$ cat config.mk
export PLATFORM = sky130hd
export DESIGN_NAME = quadratic_probe_hash_table_flat
export DESIGN_NICKNAME = d
export VERILOG_FILES = /design/src/qpht_pkg.sv /design/src/qpht_req_if.sv /design/src/qpht_rsp_if.sv /design/src/quadratic_probe_hash_table.sv /design/src/qpht_mod_unit.sv /design/src/qpht_store.sv /design/src/flat_wrapper.sv
export SDC_FILE = /design/constraint.sdc
export NUM_CORES = 1
export LEC_CHECK = 0
export ABC_AREA = 1
export BUFFER_PORTS_ARGS = -buffer_cell sky130_fd_sc_hd__buf_2
export CAP_MARGIN = 20
export CORE_MARGIN = 5
export CORE_UTILIZATION = 65
export DETAILED_ROUTE_END_ITERATION = 6
export PLACE_DENSITY_LB_ADDON = 0.25
export SYNTH_ARGS = -nofsm -noshare
export SYNTH_HDL_FRONTEND = slang
export SYNTH_SLANG_ARGS = --single-unit
$ cat constraint.sdc
create_clock -name clk -period 12.44 [get_ports clk]
set_input_delay 1.244 -clock clk [delete_from_list [all_inputs] [get_ports clk]]
set_output_delay 1.244 -clock clk [all_outputs]
set_load 0.1 [all_outputs]
$ cat src/qpht_pkg.sv
// Shared types, constants and helper functions for the quadratic probe hash table.
package qpht_pkg;

  // Table geometry
  localparam int TABLE_DEPTH = 16;
  localparam int SLOT_W      = $clog2(TABLE_DEPTH);
  localparam int SIZE_W      = 5;
  localparam int KEY_W       = 32;
  localparam int COEFF_W     = 16;
  localparam int CFG_IDX_W   = 2;
  localparam int CFG_DATA_W  = 16;

  // Register indexes of the configuration port
  localparam logic [CFG_IDX_W-1:0] REG_TABLE_SIZE   = 2'd0;
  localparam logic [CFG_IDX_W-1:0] REG_LINEAR_COEFF = 2'd1;
  localparam logic [CFG_IDX_W-1:0] REG_SQUARE_COEFF = 2'd2;

  // Reset values of the registers
  localparam logic [SIZE_W-1:0]  TABLE_SIZE_RST = 5'd11;
  localparam logic [COEFF_W-1:0] COEFF_RST      = 16'sd1;

  typedef enum logic {
    ACT_INSERT = 1'b0,
    ACT_SEARCH = 1'b1
  } action_t;

  typedef enum logic [2:0] {
    ST_IDLE,
    ST_MOD_KEY,
    ST_MOD_C1,
    ST_MOD_C2,
    ST_PROBE,
    ST_FINISH
  } state_t;

  // Request to the shared modulo unit
  typedef struct packed {
    logic             start;
    logic             half;   // operand is 16 bits wide
    logic             neg;    // operand is negative, mag is its magnitude
    logic [KEY_W-1:0] mag;
  } mod_req_t;

  // Answer of the shared modulo unit
  typedef struct packed {
    logic              done;
    logic [SLOT_W-1:0] result;
  } mod_rsp_t;

  // Lookup status of the probed slot
  typedef struct packed {
    logic occ;
    logic hit;
  } probe_st_t;

  // Size in use: zero taken as one, clipped to the table depth
  function automatic logic [SIZE_W-1:0] active_size(input logic [SIZE_W-1:0] ts);
    logic [SIZE_W-1:0] m;
    begin
      if (ts == '0) begin
        m = SIZE_W'(1);
      end else if (ts > SIZE_W'(TABLE_DEPTH)) begin
        m = SIZE_W'(TABLE_DEPTH);
      end else begin
        m = ts;
      end
      return m;
    end
  endfunction

  // (a + b) mod m for a, b already below m
  function automatic logic [SLOT_W-1:0] add_mod(input logic [SLOT_W-1:0] a,
                                                 input logic [SLOT_W-1:0] b,
                                                 input logic [SIZE_W-1:0] m);
    logic [SIZE_W-1:0] s;
    begin
      s = SIZE_W'(a) + SIZE_W'(b);
      if (s >= m) begin
        s = s - m;
      end
      return s[SLOT_W-1:0];
    end
  endfunction

endpackage

$ cat src/qpht_req_if.sv
// Request channel: operation and key.
interface qpht_req_if;
  logic                      valid;
  logic                      ready;
  qpht_pkg::action_t         action;
  logic signed [qpht_pkg::KEY_W-1:0] key;

  modport source (output valid, output action, output key, input ready);
  modport sink   (input valid, input action, input key, output ready);
endinterface

$ cat src/qpht_rsp_if.sv
// Response channel: slot and success flag.
interface qpht_rsp_if;
  logic                        valid;
  logic                        ready;
  logic [qpht_pkg::SLOT_W-1:0] slot;
  logic                        ok;

  modport source (output valid, output slot, output ok, input ready);
  modport sink   (input valid, input slot, input ok, output ready);
endinterface

$ cat src/quadratic_probe_hash_table.sv
// Top level: quadratic probe hash table with sequencer and configuration registers.
//
// Use: the req channel carries one item (action 0 insert, 1 search, and a
// signed 32-bit key). The rsp channel returns one item per request: the slot
// and ok. ok is 0 on insert when none of the m probed slots is free or for a
// missing key on search, and slot is 0 then. Registers table_size,
// linear_coeff and square_coeff are written on the cfg port (cfg_we,
// cfg_index, cfg_data); the user must write them only while idle, as the
// block itself does not enforce it.
// Timing: one request is worked on at a time and req.ready is low meanwhile.
// The shared modulo unit reduces the key and both coefficients by the table
// size, two bits per cycle; then one slot is probed per cycle, up to m probes.
// Reset clears all occupied flags and loads the register defaults (size 11,
// both coefficients 1); req.ready is low while rst is high and the block is
// ready right after reset.
// A stalled receiver: the response sits in an output register; the next
// request is accepted meanwhile, but its response waits until the register
// has been taken.
module quadratic_probe_hash_table (
  input  logic                             clk,
  input  logic                             rst,
  qpht_req_if.sink                         req,
  qpht_rsp_if.source                       rsp,
  input  logic                             cfg_we,
  input  logic [qpht_pkg::CFG_IDX_W-1:0]   cfg_index,
  input  logic [qpht_pkg::CFG_DATA_W-1:0]  cfg_data
);
  import qpht_pkg::*;

  state_t state, state_next;

  // Configuration registers
  logic [SIZE_W-1:0]  table_size;
  logic [COEFF_W-1:0] linear_coeff;
  logic [COEFF_W-1:0] square_coeff;

  // Item registers
  action_t           act;
  logic [KEY_W-1:0]  key;
  logic [SIZE_W-1:0] m;
  logic [SLOT_W-1:0] slot;
  logic [SLOT_W-1:0] c1m;
  logic [SLOT_W-1:0] step;
  logic [SLOT_W-1:0] step_inc;
  logic [SIZE_W-1:0] probe_cnt;
  logic [SLOT_W-1:0] res_slot;
  logic              res_ok;

  // Output register
  logic              out_valid;
  logic [SLOT_W-1:0] out_slot;
  logic              out_ok;

  mod_req_t  mreq;
  mod_rsp_t  mrsp;
  probe_st_t pst;

  logic accept;
  logic wr_en;
  logic probe_end;
  logic probe_ok;
  logic load_out;
  logic [SIZE_W-1:0] c2x2;

  assign accept = req.valid && req.ready;

  // Configuration writes
  always_ff @(posedge clk) begin
    if (rst) begin
      table_size   <= TABLE_SIZE_RST;
      linear_coeff <= COEFF_RST;
      square_coeff <= COEFF_RST;
    end else if (cfg_we) begin
      case (cfg_index)
        REG_TABLE_SIZE:   table_size   <= cfg_data[SIZE_W-1:0];
        REG_LINEAR_COEFF: linear_coeff <= cfg_data[COEFF_W-1:0];
        REG_SQUARE_COEFF: square_coeff <= cfg_data[COEFF_W-1:0];
        default: ;
      endcase
    end
  end

  qpht_mod_unit u_mod (
    .clk (clk),
    .rst (rst),
    .m   (m),
    .req (mreq),
    .rsp (mrsp)
  );

  qpht_store u_store (
    .clk    (clk),
    .rst    (rst),
    .addr   (slot),
    .wr_en  (wr_en),
    .wr_key (key),
    .st     (pst)
  );

  // 2*c2 mod m from the reduced c2
  always_comb begin
    c2x2 = {mrsp.result, 1'b0};
    if (c2x2 >= m) begin
      c2x2 = c2x2 - m;
    end
  end

  // Sequencer: next state and control
  always_comb begin
    state_next = state;
    req.ready  = 1'b0;
    mreq       = '0;
    wr_en      = 1'b0;
    probe_end  = 1'b0;
    probe_ok   = 1'b0;
    load_out   = 1'b0;
    case (state)
      ST_IDLE: begin
        // no item is taken while reset is held
        req.ready = !rst;
        if (req.valid && !rst) begin
          mreq.start = 1'b1;
          mreq.neg   = req.key[KEY_W-1];
          mreq.mag   = req.key[KEY_W-1] ? (~req.key + KEY_W'(1)) : req.key;
          state_next = ST_MOD_KEY;
        end
      end
      ST_MOD_KEY: begin
        if (mrsp.done) begin
          mreq.start = 1'b1;
          mreq.half  = 1'b1;
          mreq.neg   = linear_coeff[COEFF_W-1];
          mreq.mag   = KEY_W'(linear_coeff[COEFF_W-1] ?
                              (~linear_coeff + COEFF_W'(1)) : linear_coeff);
          state_next = ST_MOD_C1;
        end
      end
      ST_MOD_C1: begin
        if (mrsp.done) begin
          mreq.start = 1'b1;
          mreq.half  = 1'b1;
          mreq.neg   = square_coeff[COEFF_W-1];
          mreq.mag   = KEY_W'(square_coeff[COEFF_W-1] ?
                              (~square_coeff + COEFF_W'(1)) : square_coeff);
          state_next = ST_MOD_C2;
        end
      end
      ST_MOD_C2: begin
        if (mrsp.done) begin
          state_next = ST_PROBE;
        end
      end
      ST_PROBE: begin
        if (act == ACT_INSERT) begin
          if (!pst.occ) begin
            wr_en     = 1'b1;
            probe_end = 1'b1;
            probe_ok  = 1'b1;
          end
        end else begin
          if (!pst.occ) begin
            probe_end = 1'b1;
          end else if (pst.hit) begin
            probe_end = 1'b1;
            probe_ok  = 1'b1;
          end
        end
        if (probe_cnt == m - SIZE_W'(1)) begin
          probe_end = 1'b1;
        end
        if (probe_end) begin
          state_next = ST_FINISH;
        end
      end
      ST_FINISH: begin
        if (!out_valid || rsp.ready) begin
          load_out   = 1'b1;
          state_next = ST_IDLE;
        end
      end
      default: state_next = ST_IDLE;
    endcase
  end

  always_ff @(posedge clk) begin
    if (rst) begin
      state <= ST_IDLE;
    end else begin
      state <= state_next;
    end
  end

  // Item datapath
  always_ff @(posedge clk) begin
    if (accept) begin
      act <= req.action;
      key <= req.key;
      m   <= active_size(table_size);
    end
    case (state)
      ST_MOD_KEY: begin
        if (mrsp.done) begin
          slot <= mrsp.result;
        end
      end
      ST_MOD_C1: begin
        if (mrsp.done) begin
          c1m <= mrsp.result;
        end
      end
      ST_MOD_C2: begin
        if (mrsp.done) begin
          // step for probe 0 to 1 is c1 + c2; it grows by 2*c2 per probe
          step      <= add_mod(c1m, mrsp.result, m);
          step_inc  <= c2x2[SLOT_W-1:0];
          probe_cnt <= '0;
        end
      end
      ST_PROBE: begin
        if (probe_end) begin
          res_ok   <= probe_ok;
          res_slot <= probe_ok ? slot : '0;
        end else begin
          slot      <= add_mod(slot, step, m);
          step      <= add_mod(step, step_inc, m);
          probe_cnt <= probe_cnt + SIZE_W'(1);
        end
      end
      default: ;
    endcase
  end

  // Output register
  always_ff @(posedge clk) begin
    if (rst) begin
      out_valid <= 1'b0;
    end else if (load_out) begin
      out_valid <= 1'b1;
    end else if (rsp.ready) begin
      out_valid <= 1'b0;
    end
  end

  always_ff @(posedge clk) begin
    if (load_out) begin
      out_slot <= res_slot;
      out_ok   <= res_ok;
    end
  end

  assign rsp.valid = out_valid;
  assign rsp.slot  = out_slot;
  assign rsp.ok    = out_ok;

endmodule

$ cat src/qpht_mod_unit.sv
// Shared modulo unit: signed operand mod m, two magnitude bits per cycle.
module qpht_mod_unit (
  input  logic                          clk,
  input  logic                          rst,
  input  logic [qpht_pkg::SIZE_W-1:0]   m,
  input  qpht_pkg::mod_req_t            req,
  output qpht_pkg::mod_rsp_t            rsp
);
  import qpht_pkg::*;

  logic              busy;
  logic              done;
  logic              neg;
  logic [3:0]        cnt;
  logic [KEY_W-1:0]  sh;
  logic [SLOT_W-1:0] r;

  logic [SIZE_W:0]   t;
  logic [SIZE_W:0]   m1;
  logic [SIZE_W:0]   m2;
  logic [SIZE_W:0]   m3;
  logic [SIZE_W:0]   t_red;
  logic [SIZE_W-1:0] neg_res;

  // One step: r = (4r + next two bits) mod m, by one subtract of m, 2m or 3m
  always_comb begin
    m1 = {1'b0, m};
    m2 = {m, 1'b0};
    m3 = m2 + m1;
    t  = {r, 2'b00} + (SIZE_W+1)'(sh[KEY_W-1 -: 2]);
    if (t >= m3) begin
      t_red = t - m3;
    end else if (t >= m2) begin
      t_red = t - m2;
    end else if (t >= m1) begin
      t_red = t - m1;
    end else begin
      t_red = t;
    end
  end

  // Control and datapath
  always_ff @(posedge clk) begin
    if (rst) begin
      busy <= 1'b0;
      done <= 1'b0;
    end else begin
      done <= 1'b0;
      if (req.start) begin
        busy <= 1'b1;
      end else if (busy && cnt == '0) begin
        busy <= 1'b0;
        done <= 1'b1;
      end
    end
  end

  always_ff @(posedge clk) begin
    if (req.start) begin
      sh  <= req.half ? {req.mag[COEFF_W-1:0], {(KEY_W-COEFF_W){1'b0}}} : req.mag;
      cnt <= req.half ? 4'd7 : 4'd15;
      r   <= '0;
      neg <= req.neg;
    end else if (busy) begin
      sh  <= sh << 2;
      cnt <= cnt - 4'd1;
      r   <= t_red[SLOT_W-1:0];
    end
  end

  // Negative operand: a nonzero remainder folds to m - r
  assign neg_res    = m - SIZE_W'(r);
  assign rsp.done   = done;
  assign rsp.result = (neg && r != '0) ? neg_res[SLOT_W-1:0] : r;

endmodule

$ cat src/qpht_store.sv
// Key store with occupied flags and key compare at the probed slot.
module qpht_store (
  input  logic                          clk,
  input  logic                          rst,
  input  logic [qpht_pkg::SLOT_W-1:0]   addr,
  input  logic                          wr_en,
  input  logic [qpht_pkg::KEY_W-1:0]    wr_key,
  output qpht_pkg::probe_st_t           st
);
  import qpht_pkg::*;

  logic [KEY_W-1:0]       keys [TABLE_DEPTH];
  logic [TABLE_DEPTH-1:0] occ;

  // Occupied flags: cleared at reset
  always_ff @(posedge clk) begin
    if (rst) begin
      occ <= '0;
    end else if (wr_en) begin
      occ[addr] <= 1'b1;
    end
  end

  // Keys: no reset, only read when occupied
  always_ff @(posedge clk) begin
    if (wr_en) begin
      keys[addr] <= wr_key;
    end
  end

  assign st.occ = occ[addr];
  assign st.hit = occ[addr] && (keys[addr] == wr_key);

endmodule
$ cat src/flat_wrapper.sv
// flat-port wrapper written by rule: the top's interface ports become plain ports
module quadratic_probe_hash_table_flat import qpht_pkg::*;
  (clk, rst, cfg_we, cfg_index, cfg_data, req_valid, req_action, req_key, req_ready, rsp_valid, rsp_slot, rsp_ok, rsp_ready);
  qpht_req_if req_i ();
  qpht_rsp_if rsp_i ();
  input  logic clk;
  input  logic rst;
  input  logic cfg_we;
  input  logic [qpht_pkg::CFG_IDX_W-1:0] cfg_index;
  input  logic [qpht_pkg::CFG_DATA_W-1:0] cfg_data;
  input wire logic [$bits(req_i.valid)-1:0] req_valid;
  input wire logic [$bits(req_i.action)-1:0] req_action;
  input wire logic [$bits(req_i.key)-1:0] req_key;
  output wire logic [$bits(req_i.ready)-1:0] req_ready;
  output wire logic [$bits(rsp_i.valid)-1:0] rsp_valid;
  output wire logic [$bits(rsp_i.slot)-1:0] rsp_slot;
  output wire logic [$bits(rsp_i.ok)-1:0] rsp_ok;
  input wire logic [$bits(rsp_i.ready)-1:0] rsp_ready;
  assign req_i.valid = req_valid;
  assign req_i.action = req_action;
  assign req_i.key = req_key;
  assign req_ready = req_i.ready;
  assign rsp_valid = rsp_i.valid;
  assign rsp_slot = rsp_i.slot;
  assign rsp_ok = rsp_i.ok;
  assign rsp_i.ready = rsp_ready;
  quadratic_probe_hash_table u_core (.clk(clk), .rst(rst), .req(req_i), .rsp(rsp_i), .cfg_we(cfg_we), .cfg_index(cfg_index), .cfg_data(cfg_data));
endmodule
Yosys cells after proc, flatten, opt, wreduce, memory -nomap -nowiden. Memory sizes are Yosys's and may differ from the RTL's. A register that Yosys moved wholly into a read port is not among the register bits. Index checks and enable logic that the tools add are counted.

Add/subtract/negate cells: 19. Multipliers: 0. Divide/modulo/power cells: 0. Order comparisons: 10. Equal/unequal tests: 16. Shift operators: 0. Multiplexer cells: 68. Bitwise logic cells: 4. Reductions and logical operators: 30.

Operators by type and width (number): $mux 32 (6); $pmux 33 s3 (1); $mux 35 (2); $add 32x1->32 const B (2); $mux 4 (16); $not 16->32 (2); $mux 33 (1); $add 32x2->32 const B (1); $eq 32x32->1 (1); $not 32->32 (1); $sub 4x4->4 (8); $mux 1 (25); $ge 5x5->1 (4); $mux 3 (6); $pmux 3 s6 (1); $or 16x16->16 (1); $pmux 4 s2 (2); $add 4x4->5 (3); $mux 5 (3); $ge 6x6->1 (2); $reduce_and 2->1 (6); $pmux 5 s2 (1); $reduce_bool 2->1 (5); $ne 2x2->1 const B (4); 31 further kinds (43).

Bits in registers: 169. Bits in latches: 0. Memory bits (writable): 512. Bits in read-only memories: 0. Input port bits: 56. Memories: 1.

Memory list: u_core.u_store.keys (depth 16, bits a word 32, rd ports 1, clocked after memory_dff 1, wr ports 1, line qpht_store.sv:12) `logic [KEY_W-1:0] keys [TABLE_DEPTH];`.

Logic depth before layout (Yosys ltp). Gate-level depths: netlist (run 1).

Depth after elaboration: 12. Gate-level depth with buffers: 22. Gate-level depth less buffers: 21.

By module. From an unflattened synthesis (run 1), not the netlist that was laid out.

Cell total of the unflattened synthesis: 3311. Area total of the unflattened synthesis: 31870.6 um^2.

Modules (own cells, without submodules): qpht_store (times used 1, cells each 1973, area an instance 21538.2 um^2, sequential area each 15695.1 um^2); quadratic_probe_hash_table (times used 1, cells each 981, area an instance 7410.9 um^2, sequential area each 2892.8 um^2); qpht_mod_unit (times used 1, cells each 357, area an instance 2921.6 um^2, sequential area each 1231.2 um^2).

Least setup slack after synthesis (run 1). OpenSTA, ideal clock, no wires.

Path kind: register to register. Start point: register u_core.slot[0]. End point: memory u_core.u_store.keys[8][0] (enable). Data arrival time: 3.706 ns. Data required time: 11.976 ns. Setup slack: 8.271 ns. Stages on the path, launching flop included: 9. Buffers on the path: 0. Cell sequence: edfxtp_1 inv_1 nor2_1 a22oi_1 o221ai_1 a22o_1 nor2_1 nand3_1 nor3_1.

Cells in the longest elaborated chain, start to end: 7.

Ends and longest elaborated chain: start: declaration (line quadratic_probe_hash_table.sv:41) `logic [SLOT_W-1:0] slot;`; start signal: assignment (line quadratic_probe_hash_table.sv:203) `slot <= mrsp.result;`; start signal: assignment (line quadratic_probe_hash_table.sv:224) `slot <= add_mod(slot, step, m);`; $bmux 1 s4 (line qpht_store.sv:31) `assign st.occ = occ[addr];`; $mux 1 (implied by the code) (line qpht_store.sv:31); $mux 1 (line quadratic_probe_hash_table.sv:155) `if (!pst.occ) begin`; $mux 1 (line quadratic_probe_hash_table.sv:154) `if (act == ACT_INSERT) begin`; $mux 1 (line quadratic_probe_hash_table.sv:117) `case (state)`; $mux 1 (line qpht_store.sv:26) `if (wr_en) begin`; $mux 1 (implied by the code) (line qpht_store.sv:27) `keys[addr] <= wr_key;`; end: declaration (line qpht_store.sv:12).

Parallel ways exist; a longest one is shown, timed or not. The select of a mux whose other input is x is not followed.

==> reports/metrics.cfg, run 1 <==
[run_status]
status=finished clean

[clocking]
clock-sinks=685
clockBufferDepth=3
insertion_delay_ns=0.61
ctsHoldBuffers=0
cts_buffers=69
cts_resized=0
cts_tree=yes
clkTransAtPathRegs_ns=0.06
ctsRootBufferMaster=clkbuf_16
htreeDepth=3
post_cts_buffers=0

[die]
core-area_sq_mm=0.04785
io_pins=63
die_area_sq_mm=0.05299
row_count=80
dieHeight_microns=230.2
initial_core_util_pct=65.87
die_width_microns=230.2

[placement]
dp_hpwl_microns=45150
io_buffer_count=62
place.gp.congestion=0.8867

[global_routing]
grt_pass1_vias=22350
grt-ovfl-total=0
grt_use_total_pct=29.25
antenna_found_initial=4
grt_max_degree=132
grt_pass1_wl_microns=121500

[worst_hold_path]
hold_path_class=flop to flop
holdPathStages=0
min_from=u_core.res_slot[0]
min_to=u_core.rsp.slot[0]

[critical_path]
r2r_end=u_core.step[2]
r2r-start=u_core.m[0]
critPathMaxFanout=10
crit_path_end_kind=flop
rrSetupSlack_ns=7.63
rr_worst_depth=17
worst_ep_required_time_ns=12.75
critical_path_class=flop to flop
startpoint_type=flop
arrival_ns=5.12

[yosys]
synth.avg_cell_area_sq_um=10.26
yosys_warnings=0
ys_async_sr_fraction_pct=0
synth_ff_type=edfxtp_1
synthDistinctLibCells=53
synth-edff-count=618
syn_area_sq_mm=0.03152
synth_nets=3206
synth.yosys.seq_area_share_pct=63.14
ys_ff_latch=685
syn_inst=3072

[finish]
mostFrequentLayoutCell=nand2_1
final_cell_mix=nand2_1 (648), edfxtp_1 (618), nor2_1 (330)
area_growth_pct=9.405
layout.nets=3237
drive_gt1_share_pct=7.166

[run]
drv_cap=0

[drt]
drtPass1Iterations=6
routed_wl_microns=78330
vias_per_cell=6.094
dr_total_vias=22980
drtIter0Drc=2747
drc_errors=0
detail_route.wl_per_cell_microns=20.77
ant_nets=0

[sta]
setup_tns_ns=0
clock_skew_ns=0.03089
whs_ns=0.4198
maxSlewViolCount=0
finalHoldViolCount=0
rsz0062_at_grt=false
slew_headroom_pct=24.24
fin_crit_sh_pct=38.69
finalSetupViolations=0
fmax_mhz=207.8
layout_min_cycle_time_ns=4.813
worst-slew-pin-transition_ns=1.135

[power]
combinationalPowerShare_pct=14.7
p_leak_nw=13.48
swShare_pct=26.59
ir_worst_vdd_uv=163.3
internal-power_mw=4.221
switchingPower_mw=1.529
p_seq_share_pct=49.2
power_density_mw_per_mm2=166.8
power.share.clock_pct=36.1

## cells in the mapped netlist (14+ instances only)
library cell    n  area, sq um
inv_1         314         1179
o21ai_1        52        260.3
buf_2          48        240.2
ha_1           66        825.8
nor2_1        332         1246
nor3_1         31        155.2
dfxtp_1        67         1341
buf_4          19        142.6
o211ai_1       64        480.5
xnor2_1        14        122.6
a21oi_1       117        585.6
o21ai_0       190        950.9
edfxtp_1      618        18560
buf_1          18        67.56
xor2_1         26        227.7
nand3_1       294         1471
nand2_1       648         2432
clkbuf_1       34        127.6
## stage by stage
| stage | std cells | cell area [sq um] | setup slack (ns) | util, % | total power [mW] |
|---|---|---|---|---|---|
| floorplan | 3072 | 31520 | 8.271 | - | 3.433 |
| global placement | 3642 | 32120 | 7.628 | 67.14 | 3.639 |
| global route | 3771 | 34480 | 7.103 | 72.07 | 5.988 |
| detailed placement | 3643 | 32130 | 7.703 | 67.15 | 3.696 |
| CTS | 3765 | 34400 | 7.648 | 71.89 | 5.750 |
| finish | 3771 | 34480 | 7.627 | 72.07 | 5.750 |
## power by group through the flow
stage	Sequential, mW	Combinational, mW	Clock (mW)
after floorplan	2.83	0.599	0
after global placement	2.86	0.775	0
after detailed placement	2.87	0.824	0
after CTS	2.83	0.835	2.09
after global routing	2.84	0.948	2.20
final	2.83	0.844	2.08
## final cells by class
class,count,area (sq um)
diodes,2,5.005
clock buffers,90,1942
clock inverters,32,322.8
fillers,3251,13370
inverters,319,1206
multi-input cells,1938,9756
flip-flops and latches,685,19910
well taps,615,769.5
repair buffers,90,570.5
## registers in the layout (all words and copies together), names as in the netlist, 3 cells and up, named ones only
name	flops
u_core.table_size	5
u_core.slot	4
u_core.c1m	4
u_core.m	5
u_core.u_store.keys	512
u_core.u_mod.cnt	4
u_core.step_inc	4
u_core.state	3
u_core.step	4
u_core.linear_coeff	16
u_core.res_slot	4
u_core.key	32
u_core.rsp.slot	4
u_core.u_mod.r	4
u_core.u_store.occ	16
u_core.square_coeff	16
u_core.u_mod.sh	32
u_core.probe_cnt	5
## cells by family (layout without fill, tap and decap cells)
logic type | after synthesis | in the layout | synth area share, %
simple gates | 1337 | 1337 | 17.62
other cells | 0 | 2 | 0
fa+ha+maj | 78 | 78 | 3.382
flops | 685 | 685 | 63.14
compound gates | 483 | 483 | 8.734
xor+xnor | 40 | 40 | 1.112
buf+inv | 449 | 531 | 6.015
## worst max-delay path by stage
stage / from / end / cells after the start
2_1_floorplan: u_core.slot[0] / u_core.u_store.keys[8][0] / 8
3_3_place_gp: flop / u_core.step[0] / 15
3_5_place_dp: u_core.m[0] / u_core.step[2] / 17
4_1_cts: u_core.m[0] / u_core.step[2] / 17
5_1_grt: u_core.m[0] / u_core.step[2] / 16
6_report: u_core.m[0] / u_core.step[2] / 17
## worst max-delay path, stage by stage, from the launching register on
cell	delay, ns
edfxtp_1	0.59
inv_1	0.26
ha_1	0.22
inv_1	0.06
fa_1	0.48
inv_1	0.04
o21ai_0	0.49
inv_1	0.19
fa_1	0.54
inv_1	0.08
ha_1	0.30
a21o_1	0.18
a21oi_1	0.19
o21ai_0	0.11
a21oi_1	0.27
inv_1	0.15
o21ai_0	0.20
o21ai_0	0.14
## per-layer routing
layer	share of wire, %	GRT usage [%]	vias up	wire length [microns]
met5	0.027	0	-	21
met4	3.5	12.57	4	2738
met3	9.5	4.602	221	7435
met2	49	49.35	1247	38330
met1	38	38.15	10890	29810
li1	-	-	10620	-
No activity file was read; power rests on OpenSTA's default activity.
==> run 2: changes to the inputs <==
Settings changed: ABC_AREA 1 to 0, CORE_UTILIZATION 65 to 57.
Clock period 12.44 ns to 4 ns, I/O delays scaled along.
==> run 2 against run 1 <==
First-iteration DRC count down 35%. Clock skew down 0.0036 ns. Via count down 24%. Critical path depth down 2. Synthesized cell count down 38%. Total power rose to 2.7 times the previous value. Maximum frequency up 26%. Area after synthesis down 4.2%. Die area up 8.8%. Clock power rose to 2.8 times the previous value. Cell count down 26%. Largest cell class unchanged. Clock-buffer cell count down 5.
==> reports/metrics.cfg, run 2 <==
[run_status]
status=finished clean

[clocking]
ctsRootBufferMaster=clkbuf_16
ctsHoldBuffers=0  ; unchanged
insertion_delay_ns=0.61  ; about the same
clkTransAtPathRegs_ns=0.06  ; about the same
clockBufferDepth=3  ; unchanged
clock-sinks=685  ; unchanged
htreeDepth=3  ; unchanged
cts_tree=yes
cts_buffers=68  ; -1.4%

[critical_path]
arrival_ns=4.11  ; -1.01 ns
critPathMaxFanout=4  ; -6
crit_family=adder cells
r2r-start=u_core.m[0]
crit_buf_inv=3  ; -3
path_common_cell=a21o_1
critical_path_class=flop to flop
crit_path_end_kind=flop
max_stage_delay_ns=0.47  ; -0.12 ns
worst_ep_required_time_ns=4.30  ; -8.45 ns
crit_chain=inv_1, ha_1, inv_1, fa_1, mux2i_1, fa_1, inv_1, ha_1, a21o_1, a21o_1, a31o_2, a21o_1, a21o_1, mux2_2, o21ai_0
slowest_stage=fa_1
r2r_end=u_core.step[0]
rrSetupSlack_ns=0.19  ; -7.44 ns
rr_worst_depth=15  ; -2
startpoint_type=flop

[die]
dieHeight_microns=240.1  ; +4.3%
io_pins=63  ; unchanged
die_area_sq_mm=0.05766  ; +8.8%
initial_core_util_pct=57.44  ; -8.4 points
row_count=84  ; +5.0%
die_width_microns=240.1  ; +4.3%
core-area_sq_mm=0.05255  ; +9.8%

[drt]
drtPass1Iterations=5  ; -1
dr_total_vias=17370  ; -24%
drtIter0Drc=1798  ; -35%
vias_per_cell=6.227  ; +2.2%
ant_nets=0  ; unchanged
routed_wl_microns=70550  ; -9.9%
detail_route.wl_per_cell_microns=25.29  ; +22%
drc_errors=0  ; unchanged

[finish]
regMostFlops=u_core.u_store.keys
mostFrequentLayoutCell=edfxtp_1
final_cell_mix=edfxtp_1 (618), nand2_1 (142), mux4_2 (110)
area_growth_pct=12.78
drive_gt1_share_pct=19.47  ; +12 points
reg.largest.list=u_core.u_store.keys (512), u_core.key (32), u_core.u_mod.sh (32)
fin_cells=2789  ; -26%
largest_reg_flops=512  ; unchanged
antenna_cells=0  ; -2
final_util_pct=64.78  ; -7.3 points
layout.nets=2183  ; -33%

[placement]
dp_hpwl_microns=44020  ; -2.5%
dp_cells=2665  ; -27%
io_buffer_count=62  ; unchanged
post-place-ws_ns=-0.002391  ; -7.705 ns
place.gp.congestion=0.8688  ; -2.0%

[global_routing]
grt_pass1_vias=17650  ; -21%
antenna_found_initial=6  ; +2
grt_use_total_pct=24.86  ; -4.4 points
grt-ovfl-total=0  ; unchanged
grt_max_degree=61  ; -54%
grt_pass1_wl_microns=107700  ; -11%

[yosys]
ys_ff_latch=685  ; unchanged
yosys_warnings=0  ; unchanged
synth_nets=2049  ; -36%
syn_area_sq_mm=0.03019  ; -4.2%
synth.avg_cell_area_sq_um=15.76  ; +54%
synth-edff-count=618  ; unchanged
synthDistinctLibCells=71  ; +34%
synthTopCellsByArea=edfxtp_1 (61%), mux4_2 (8.2%), dfxtp_1 (4.4%)
synth_top_area_share_pct=61.48  ; +2.6 points
synth.most_common_cell=edfxtp_1
syn_inst=1915  ; -38%
synth_ff_type=edfxtp_1
synth.yosys.seq_area_share_pct=65.92  ; +2.8 points
ys_async_sr_fraction_pct=0  ; unchanged
yosys.area.top_type=edfxtp_1
ys_top_cells_by_count=edfxtp_1 (618), nand2_1 (142), mux4_2 (110)

[sta]
maxSlewViolCount=0  ; unchanged
finalHoldViolCount=0  ; unchanged
rsz0062_at_grt=false
slew_headroom_pct=31.77  ; +7.5 points
fin_crit_sh_pct=95.31  ; +57 points
finalSetupViolations=0  ; unchanged
final.setup.worst_slack_ns=0.1877  ; -7.439 ns
worst-slew-pin-transition_ns=1.020  ; -0.1152 ns
fmax_mhz=262.3  ; +26%
clock_skew_ns=0.02725  ; -0.003640 ns
layout_min_cycle_time_ns=3.812  ; -1.001 ns

[power]
power_density_mw_per_mm2=456.3  ; +170%
combinationalPowerShare_pct=9.9  ; -4.8 points
switchingPower_mw=3.662  ; +140%
ir_worst_vdd_uv=325.9  ; +100%
swShare_pct=23.58  ; -3.0 points
power.share.clock_pct=38.1  ; +2.0 points
p_seq_share_pct=52.0  ; +2.8 points
p_leak_nw=11.88  ; -12%
internal-power_mw=11.87  ; +180%

[run]
drv_cap=0  ; unchanged

[worst_hold_path]
min_to=u_core.act
min_from=req_action
holdPathStages=1  ; +1
hold_path_class=primary input to flop

## run 2: changes by cell type after synthesis, moves of 51 or more
cell,before,now
inv_1,314,51
mux2i_1,0,98
mux4_2,0,110
nand2_1,648,142
nand3_1,294,18
nor2_1,332,86
o211ai_1,64,4
o21ai_0,190,64
o21ai_1,52,1
xor2_1,26,77
## run 2: worst register-to-register path, cell delays in order, from the launching register on
cell	delay, ns
edfxtp_1	0.39
inv_1	0.09
ha_1	0.14
inv_1	0.06
fa_1	0.44
mux2i_1	0.25
fa_1	0.47
inv_1	0.13
ha_1	0.28
a21o_1	0.16
a21o_1	0.19
a31o_2	0.21
a21o_1	0.17
a21o_1	0.24
mux2_2	0.24
o21ai_0	0.06
## run 2: area by class of cell
type                       count  area [sq um]
sequential                   685         19910
timing repair buffer         147          1214
fill                        3667         18510
clock buffer                  85          1765
inverter                      53         198.9
tap                          688         860.8
multi-input combinational   1094          9808
clock inverter                37         281.5
## run 2: power by group through the flow
stage | combinational (mW) | sequential [mW] | clock, mW
2_1_floorplan | 1.08 | 8.19 | 0
3_3_place_gp | 1.46 | 8.22 | 0
3_5_place_dp | 1.52 | 8.23 | 0
4_1_cts | 1.53 | 8.08 | 6.01
5_1_grt | 1.71 | 8.10 | 6.33
6_report | 1.54 | 8.08 | 5.91
## run 2: how the worst max path moves through the flow
stage | from | endpoint | slack, ns | cells after the start
after CTS | flop | u_core.step[0] | 0.02 | 10
after detailed placement | flop | u_core.step[0] | -0.002 | 10
after global routing | u_core.m[0] | u_core.step[0] | 0.01 | 15
after floorplan | u_core.slot[0] | u_core.u_store.keys[13][0] | 0.02 | 6
after global placement | flop | u_core.step[2] | 0.08 | 10
final | u_core.m[0] | u_core.step[0] | 0.19 | 15
## run 2: routing by layer
metal	vias to the layer above	wire [microns]	GRT usage [%]	share of wire [%]
met5	-	40	0	0.057
met4	8	2126	8.133	3.0
met2	678	34830	40.95	49
met1	8840	28410	34.44	40
li1	7710	-	-	-
met3	131	5142	4.152	7.3
## run 2: cells by family (layout without fill, tap and decap cells)
logic type / after synthesis / count (layout) / synth area share, %
xor gates and xnor gates: 124 / 124 / 3.598
DFF: 685 / 685 / 65.92
buffers and inverters: 136 / 322 / 2.147
muxes: 227 / 227 / 12.46
AOI/OAI and AO/OA: 290 / 290 / 6.425
and+or+nand+nor: 375 / 375 / 5.911
adders and majority gates: 78 / 78 / 3.532
## run 2: what timing repair did
item	CTS	global route
gates resized for setup	0	4
endpoints found under the setup margin	0	26
setup buffers	0	2
## run 2: per-stage QoR
step	power (mW)	hold WS [ns]	TNS, ns	area (sq um)
2_1_floorplan	9.266	0.4003	0	30230
3_5_place_dp	9.754	0.4045	-0.01960	31940
5_1_grt	16.13	0.003504	0	34040
6_report	15.53	0.02719	0	34040
4_1_cts	15.63	0.001669	0	33990
3_3_place_gp	9.685	0.4128	0	31940
